[src/hdl/icrm_pkg.sv]
// Shared types and constants of the conv5x5 requant maxpool unit.
package icrm_pkg;

  localparam int KSIZE = 5;
  localparam int NTAPS = KSIZE * KSIZE;
  localparam int NCHAN = 3;
  localparam int ACC_W = 22;
  localparam int PROD_W = 17;

  typedef enum logic [2:0] {
    ST_IDLE,
    ST_MAC,
    ST_REQ,
    ST_POOL,
    ST_EMIT
  } state_t;

  typedef logic [7:0] byte_t;

  localparam logic signed [7:0] KERN [NCHAN][NTAPS] = '{
    '{ 8'sd45,  8'sd90,  8'sd68,  8'sd80,  8'sd125,
       8'sd61,  8'sd39,  8'sd102, 8'sd77,  8'sd49,
       8'sd29,  8'sd66, -8'sd6,  -8'sd60, -8'sd61,
       8'sd51, -8'sd9,  -8'sd58, -8'sd32, -8'sd101,
      -8'sd45,  8'sd31,  8'sd7,   8'sd50, -8'sd14 },
    '{ 8'sd65,  8'sd68, -8'sd15,  8'sd26, -8'sd61,
       8'sd66,  8'sd19,  8'sd101, 8'sd84,  8'sd95,
       8'sd76,  8'sd33,  8'sd107, 8'sd118, 8'sd94,
       8'sd4,   8'sd86,  8'sd80,  8'sd79,  8'sd127,
       8'sd28, -8'sd33, -8'sd54,  8'sd41,  8'sd64 },
    '{ 8'sd30,  8'sd88,  8'sd70,  8'sd49, -8'sd49,
       8'sd49,  8'sd51,  8'sd59, -8'sd14, -8'sd113,
       8'sd89,  8'sd71,  8'sd54, -8'sd68, -8'sd89,
       8'sd93,  8'sd34, -8'sd2,  -8'sd49, -8'sd102,
       8'sd71,  8'sd69, -8'sd39, -8'sd82, -8'sd102 }
  };

  localparam logic signed [ACC_W-1:0] BIAS [NCHAN] = '{
    22'sd3563, -22'sd209, -22'sd9502
  };

  localparam logic [10:0] MULT_RESET = 11'd24;

  localparam logic CFG_MULT = 1'b0;
  localparam logic CFG_ZP   = 1'b1;

endpackage

[src/hdl/int8_conv5x5_requant_maxpool_unit.sv]
// Top level: streaming 5x5 int8 convolution, requantization and 2x2 max pooling.
//
//  channel | signals                                           | dir
//  --------+---------------------------------------------------+-----
//  input   | in_valid, in_stall (out), pixel, frame_start      | in
//  output  | out_valid, out_stall (in), pool_row, pool_col,     | out
//          | value_chan0..2, frame_done                        |
//  config  | cfg_we, cfg_index, cfg_data                       | in
//
// A word outside the pooled grid or with no full 5x5 window is taken while the
// sequencer stays idle. A window word goes through accept, 25 line-memory reads
// through the one read port with multiply and accumulate, then requant and pool.
// A word that closes a 2x2 pool adds a hand-off state, held there while out_stall blocks it.
// After a window word is accepted, in_stall stays high until the sequencer is idle again.
// Synchronous reset clears counters, state and config; memories are not cleared.
module int8_conv5x5_requant_maxpool_unit #(
  parameter int IMAGE_WIDTH  = 32,
  parameter int IMAGE_HEIGHT = 32
) (
  input  logic        clk,
  input  logic        rst,
  input  logic        in_valid,
  output logic        in_stall,
  input  logic [7:0]  pixel,
  input  logic        frame_start,
  output logic        out_valid,
  input  logic        out_stall,
  output logic [3:0]  pool_row,
  output logic [3:0]  pool_col,
  output logic [7:0]  value_chan0,
  output logic [7:0]  value_chan1,
  output logic [7:0]  value_chan2,
  output logic        frame_done,
  input  logic        cfg_we,
  input  logic        cfg_index,
  input  logic [10:0] cfg_data
);
  import icrm_pkg::*;

  localparam int CONV_W = IMAGE_WIDTH - KSIZE + 1;
  localparam int CONV_H = IMAGE_HEIGHT - KSIZE + 1;
  localparam int POOL_W = CONV_W / 2;
  localparam int POOL_H = CONV_H / 2;
  localparam int CW = $clog2(IMAGE_WIDTH);
  localparam int RW = $clog2(IMAGE_HEIGHT);
  localparam int LDEPTH = KSIZE * IMAGE_WIDTH;
  localparam int LA = $clog2(LDEPTH);
  localparam int PA = (POOL_W > 1) ? $clog2(POOL_W) : 1;
  localparam int PRW = (POOL_H > 1) ? $clog2(POOL_H) : 1;

  // config
  logic [10:0] mult;
  logic [7:0]  zp;

  // position counters
  logic [CW-1:0] col_pos;
  logic [RW-1:0] row_pos;
  logic [2:0]    row_slot;

  state_t state, state_next;

  // latched position of the word under work
  logic [CW-1:0]  cur_c;
  logic [PA-1:0]  cur_pc;
  logic [PRW-1:0] cur_pr;
  logic           ow_odd, oh_odd;

  // window read sequencer
  logic [4:0] cnt;
  logic [2:0] rd_slot, rd_kw;
  logic       rd_vld, prod_vld;
  logic [4:0] tap;

  // memories
  byte_t          line_mem [LDEPTH];
  logic [LA-1:0]  line_addr;
  byte_t          line_rd;
  logic [23:0]    pair_mem [POOL_W];
  logic [23:0]    pair_rd;

  logic signed [PROD_W-1:0] prod [NCHAN];
  logic signed [ACC_W-1:0]  acc  [NCHAN];
  logic signed [33:0]       scaled [NCHAN];
  byte_t                    hold [NCHAN];
  byte_t                    res  [NCHAN];
  logic                     res_done;

  // pooling combinational values
  byte_t v [NCHAN];
  byte_t pm [NCHAN];
  byte_t fin [NCHAN];

  // accept-cycle decode
  logic          accept;
  logic [CW-1:0] c_in;
  logic [RW-1:0] r_in;
  logic [2:0]    slot_in;
  logic          win;
  logic          load_out;

  assign accept  = in_valid && !in_stall;
  assign c_in    = frame_start ? '0 : col_pos;
  assign r_in    = frame_start ? '0 : row_pos;
  assign slot_in = frame_start ? 3'd0 : row_slot;
  assign win = (int'(r_in) >= KSIZE - 1) && (int'(c_in) >= KSIZE - 1)
            && ((int'(c_in) - (KSIZE - 1)) / 2 < POOL_W)
            && ((int'(r_in) - (KSIZE - 1)) / 2 < POOL_H);

  // line slot of window row kh is (current slot + 1 + kh) mod 5
  assign line_addr = LA'(int'(rd_slot) * IMAGE_WIDTH + int'(cur_c) - (KSIZE - 1) + int'(rd_kw));

  // next state
  always_comb begin
    state_next = state;
    unique case (state)
      ST_IDLE: if (accept && win) state_next = ST_MAC;
      ST_MAC:  if (cnt == 5'(NTAPS + 1)) state_next = ST_REQ;
      ST_REQ:  state_next = ST_POOL;
      ST_POOL: state_next = (ow_odd && oh_odd) ? ST_EMIT : ST_IDLE;
      ST_EMIT: if (!out_valid || !out_stall) state_next = ST_IDLE;
      default: state_next = ST_IDLE;
    endcase
  end

  // outputs of the sequencer
  always_comb begin
    in_stall = 1'b1;
    load_out = 1'b0;
    unique case (state)
      ST_IDLE: in_stall = 1'b0;
      ST_EMIT: load_out = !out_valid || !out_stall;
      default: ;
    endcase
  end

  // requant, clamp (ReLU) and pair max
  always_comb begin
    logic signed [19:0] y;
    for (int ch = 0; ch < NCHAN; ch++) begin
      y = 20'(scaled[ch] >>> 15) + $signed({12'd0, zp});
      if (y < 0) v[ch] = 8'd0;
      else if (y > 20'sd255) v[ch] = 8'd255;
      else v[ch] = y[7:0];
      pm[ch] = (hold[ch] > v[ch]) ? hold[ch] : v[ch];
      fin[ch] = (pair_rd[8*ch +: 8] > pm[ch]) ? pair_rd[8*ch +: 8] : pm[ch];
    end
  end

  // control registers
  always_ff @(posedge clk) begin
    if (rst) begin
      state     <= ST_IDLE;
      mult      <= MULT_RESET;
      zp        <= 8'd0;
      col_pos   <= '0;
      row_pos   <= '0;
      row_slot  <= 3'd0;
      out_valid <= 1'b0;
      cnt       <= '0;
      rd_vld    <= 1'b0;
      prod_vld  <= 1'b0;
    end else begin
      state <= state_next;
      if (cfg_we) begin
        case (cfg_index)
          CFG_MULT: mult <= cfg_data;
          CFG_ZP:   zp   <= cfg_data[7:0];
          default: ;
        endcase
      end
      if (accept) begin
        if (int'(c_in) == IMAGE_WIDTH - 1) begin
          col_pos <= '0;
          if (int'(r_in) == IMAGE_HEIGHT - 1) begin
            row_pos  <= '0;
            row_slot <= 3'd0;
          end else begin
            row_pos  <= r_in + RW'(1);
            row_slot <= (slot_in == 3'd4) ? 3'd0 : slot_in + 3'd1;
          end
        end else begin
          col_pos  <= c_in + CW'(1);
          row_pos  <= r_in;
          row_slot <= slot_in;
        end
      end
      if (state == ST_MAC) begin
        cnt      <= cnt + 5'd1;
        rd_vld   <= cnt < 5'(NTAPS);
        prod_vld <= rd_vld;
      end else begin
        cnt      <= '0;
        rd_vld   <= 1'b0;
        prod_vld <= 1'b0;
      end
      if (load_out) out_valid <= 1'b1;
      else if (!out_stall) out_valid <= 1'b0;
    end
  end

  // datapath registers
  always_ff @(posedge clk) begin
    if (accept) begin
      cur_c  <= c_in;
      cur_pc <= PA'((int'(c_in) - (KSIZE - 1)) / 2);
      cur_pr <= PRW'((int'(r_in) - (KSIZE - 1)) / 2);
      ow_odd <= c_in[0] ^ 1'b0 ^ ((KSIZE - 1) % 2 == 1);
      oh_odd <= r_in[0] ^ ((KSIZE - 1) % 2 == 1);
      rd_slot <= (slot_in == 3'd4) ? 3'd0 : slot_in + 3'd1;
      rd_kw   <= 3'd0;
      for (int ch = 0; ch < NCHAN; ch++) acc[ch] <= BIAS[ch];
    end
    if (state == ST_MAC) begin
      if (cnt < 5'(NTAPS)) begin
        if (rd_kw == 3'(KSIZE - 1)) begin
          rd_kw   <= 3'd0;
          rd_slot <= (rd_slot == 3'd4) ? 3'd0 : rd_slot + 3'd1;
        end else begin
          rd_kw <= rd_kw + 3'd1;
        end
      end
      tap <= cnt;
      if (rd_vld) begin
        for (int ch = 0; ch < NCHAN; ch++)
          prod[ch] <= $signed({1'b0, line_rd}) * KERN[ch][tap];
      end
      if (prod_vld) begin
        for (int ch = 0; ch < NCHAN; ch++)
          acc[ch] <= acc[ch] + ACC_W'(prod[ch]);
      end
    end
    if (state == ST_REQ) begin
      for (int ch = 0; ch < NCHAN; ch++)
        scaled[ch] <= 34'(acc[ch]) * $signed({23'd0, mult});
    end
    if (state == ST_POOL) begin
      if (!ow_odd) begin
        for (int ch = 0; ch < NCHAN; ch++) hold[ch] <= v[ch];
      end else if (!oh_odd) begin
        pair_mem[cur_pc] <= {pm[2], pm[1], pm[0]};
      end else begin
        for (int ch = 0; ch < NCHAN; ch++) res[ch] <= fin[ch];
        res_done <= (int'(cur_pr) == POOL_H - 1) && (int'(cur_pc) == POOL_W - 1);
      end
    end
    if (load_out) begin
      pool_row    <= 4'(cur_pr);
      pool_col    <= 4'(cur_pc);
      value_chan0 <= res[0];
      value_chan1 <= res[1];
      value_chan2 <= res[2];
      frame_done  <= res_done;
    end
  end

  // line memory: pixel written on accept, window read one tap a cycle
  always_ff @(posedge clk) begin
    if (accept) line_mem[LA'(int'(slot_in) * IMAGE_WIDTH + int'(c_in))] <= pixel;
    line_rd <= line_mem[line_addr];
  end

  // pair-max memory read port
  always_ff @(posedge clk) begin
    pair_rd <= pair_mem[cur_pc];
  end

endmodule

[config.mk]
export PLATFORM = sky130hd
export DESIGN_NAME = int8_conv5x5_requant_maxpool_unit
export DESIGN_NICKNAME = d
export VERILOG_FILES = /design/src/hdl/icrm_pkg.sv /design/src/hdl/int8_conv5x5_requant_maxpool_unit.sv
export SDC_FILE = /design/constraint.sdc
export NUM_CORES = 2
export LEC_CHECK = 0
export BUFFER_PORTS_ARGS = -buffer_cell sky130_fd_sc_hd__buf_2
export CORE_MARGIN = 2
export CORE_UTILIZATION = 27
export DETAILED_ROUTE_END_ITERATION = 10
export HOLD_SLACK_MARGIN = 0.08
export SKIP_LAST_GASP = 1
export SLEW_MARGIN = 20
export SYNTH_ARGS = -nofsm -noshare
export SYNTH_HDL_FRONTEND = slang
export SYNTH_SLANG_ARGS = --single-unit
[constraint.sdc]
create_clock -name clk -period 9.2 [get_ports clk]
set_input_delay 1.38 -clock clk [delete_from_list [all_inputs] [get_ports clk]]
set_output_delay 1.38 -clock clk [all_outputs]
set_load 0.02 [all_outputs]
==> results_dict.tcl <==
set metrics [dict create \
    status "finished clean" \
    met3_usage_pct 1.567 \
    syn_area_um2 112400 \
    power_density_nw_per_um2 255.1 \
    max-slew-margin-rel_pct 23.62 \
    hold_viol 0 \
    vias_per_cell 4.560 \
    cts.sinks 1972 \
    ys.flop_type "edfxtp_1" \
    ant_nets 0 \
    required_ns 9.73 \
    synth-seq-cells 1972 \
    hp-class "reg -> reg" \
    wirelength_um 257300 \
    path_clk_slew_ns 0.06 \
    synthToLayoutAreaGrowth_pct 12.05 \
    crit_fanout 34 \
    post_cts_buffers 0 \
    port_buffers 60 \
    grt_pass1_wl_um 399000 \
    clock-root-buffer "clkbuf_16" \
    dr.first_iter.drc_count 5033 \
    cts_buffers 198 \
    drive_gt1_share_pct 13.37 \
    setup_tns_ns 0 \
    syn_nets 9241 \
    vias 61830 \
    die-width_um 649.2 \
    hpwlAfterDp_um 169400 \
    yosysMostFrequentCell "edfxtp_1" \
    grt_max_degree 140 \
    ctsHoldBuffers 0 \
    synth_top_area_share_pct 50.52 \
    postCtsResizedCells 0 \
    wl_per_cell_um 18.97 \
    synth_top_cells_by_area "edfxtp_1 51%, fa_1 14%, mux4_2 9.9%" \
    use_met1_pct 16.34 \
    synthDistinctLibCells 92 \
    async_reset_ff_share_pct 0 \
    synth_edf_count 1891 \
    die_h_um 649.2 \
    grt_pass1_vias 65226 \
    worstSetupStartpointType "flop" \
    worst_pin_slew_ns 1.138 \
    cts_tree "yes" \
    antenna_found_initial 5 \
    drv_slew 0 \
    ys_seq_area_share_pct 51.96 \
    netlist_instances 7920 \
    cp-end-kind "flop" \
    grt_overflow 0 \
    met2_usage_pct 20.47 \
    period_share_pct 80.37 \
    ioPinCount 61 \
    drc_errors 0 \
    arrival_ns 7.93 \
    grt_usage_pct 12.10 \
    p_leak_uw 0.04619 \
    worst_hold_slack_ns 0.4202 \
    rsz0062_at_grt "no" \
    nets 9246 \
    irDropWorstVdd_mv 0.2494 \
    cts_buffer_depth 4 \
    place_congestion 0.7999 \
    finClkSkew_ns 0.1690 \
    yosys-top-cells-count "1,891 x edfxtp_1, 1,021 x inv_1, 760 x fa_1, 658 x nand2_1, 535 x ha_1" \
    dieArea_um2 421500 \
    start_util_pct 27.15 \
    insertion_delay_ns 0.95 \
    ys_warn_count 0 \
    htree_levels 4 \
    setup_viol 0 \
    dr.pass1.iters 5 \
    synth_top_area_cell "edfxtp_1" \
    syn_area_per_cell_um2 14.19 \
    std_cell_rows 236 \
    min_period_ns 7.394 \
    max_freq_ghz 0.1352 \
    path_class "reg -> reg" \
    total_power_uw 32130 \
    maxCapViolCount 0 \
    grt-busiest-layer "met2" \
    core_um2 414000 \
    fillers 41066 \
]
-- state kept, by name (all words and copies together) (netlist names), 11 cells and up --
register / cells
res: 24
prod: 51
pair_rd: 24
acc: 66
pair_mem: 336
mult: 11
scaled: 57
hold: 24
line_mem: 1280
-- logic make-up after synthesis --
logic type	share of synthesized area, %
adders and majority gates	19.49
DFF	51.96
muxes	10.70
buffers and inverters	4.634
xor gates and xnor gates	1.387
and+or+nand+nor	8.080
AOI/OAI and AO/OA	3.749
-- worst max-delay path, cell delays in order, from the launching register on --
cell	delay, ns
edfxtp_1	1.01
clkinv_1	0.76
nand2_1	0.33
and3_1	0.20
a311oi_1	0.05
a21oi_1	0.65
nand2b_1	0.22
fa_1	0.42
fa_1	0.51
inv_1	0.05
fa_1	0.52
inv_1	0.05
fa_1	0.47
inv_1	0.04
ha_1	0.31
o21ai_0	0.13
a21boi_0	0.25
o21ai_0	0.13
a21boi_0	0.24
o21ai_0	0.13
a21boi_0	0.25
o21ai_0	0.15
nor2b_1	0.17
xnor2_1	0.12
-- power breakdown --
group          switching, uW  total [uW]  internal (uW)
Clock                   3540        8300           4760
Combinational           7390       13000           5620
Sequential               229       10800          10600
Total                  11200       32100          21000
-- final timing paths --
| check | from | end | slack (ns) | cells after the start |
|---|---|---|---|---|
| max | tap[2] | prod[0][31] | 1.81 | 23 |
| max reg2reg | tap[2] | prod[0][31] | 1.81 | 23 |
| min reg2reg | res[0][5] | value_chan0[5] | 0.42 | 0 |
| min | res[0][5] | value_chan0[5] | 0.42 | 0 |
-- metal layers --
layer	routed length, um	up-vias	share of wire (%)
met3	12680	284	4.9
met1	113700	32206	44
met5	0	-	0
met4	6518	0	2.5
li1	-	27970	-
met2	124400	1370	48
-- layout make-up --
type	count	area [um2]	area share, %
diodes	2	5.005	0.003974
clock buffers	237	5205	4.133
clock inverters	121	1379	1.095
inverters	1024	3844	3.052
multi-input cells	4575	49050	38.95
flip-flops and latches	1972	58420	46.38
well taps	5474	6849	5.438
repair buffers	154	1191	0.9457
-- stage by stage --
step	setup slack (ns)	area (um2)	util, %	std cells
floorplan	2.530	112400	-	7920
global placement	1.764	119200	28.79	13193
detailed placement	1.774	119200	28.79	13194
CTS	1.710	125800	30.39	13552
global route	1.136	125900	30.42	13558
finish	1.806	125900	30.42	13559
-- cell usage in the layout (no fill, tap or decap), types with 70 or more instances in the layout --
cell / n
a21oi_1: 189
and2_1: 480
buf_4: 87
clkbuf_16: 201
dfxtp_1: 70
edfxtp_1: 1891
fa_1: 759
ha_1: 533
inv_1: 1021
mux4_2: 496
nand2_1: 657
nand3_1: 73
nor2_1: 350
o21ai_0: 133
xnor2_1: 120
No activity file was read; power rests on OpenSTA's default activity.
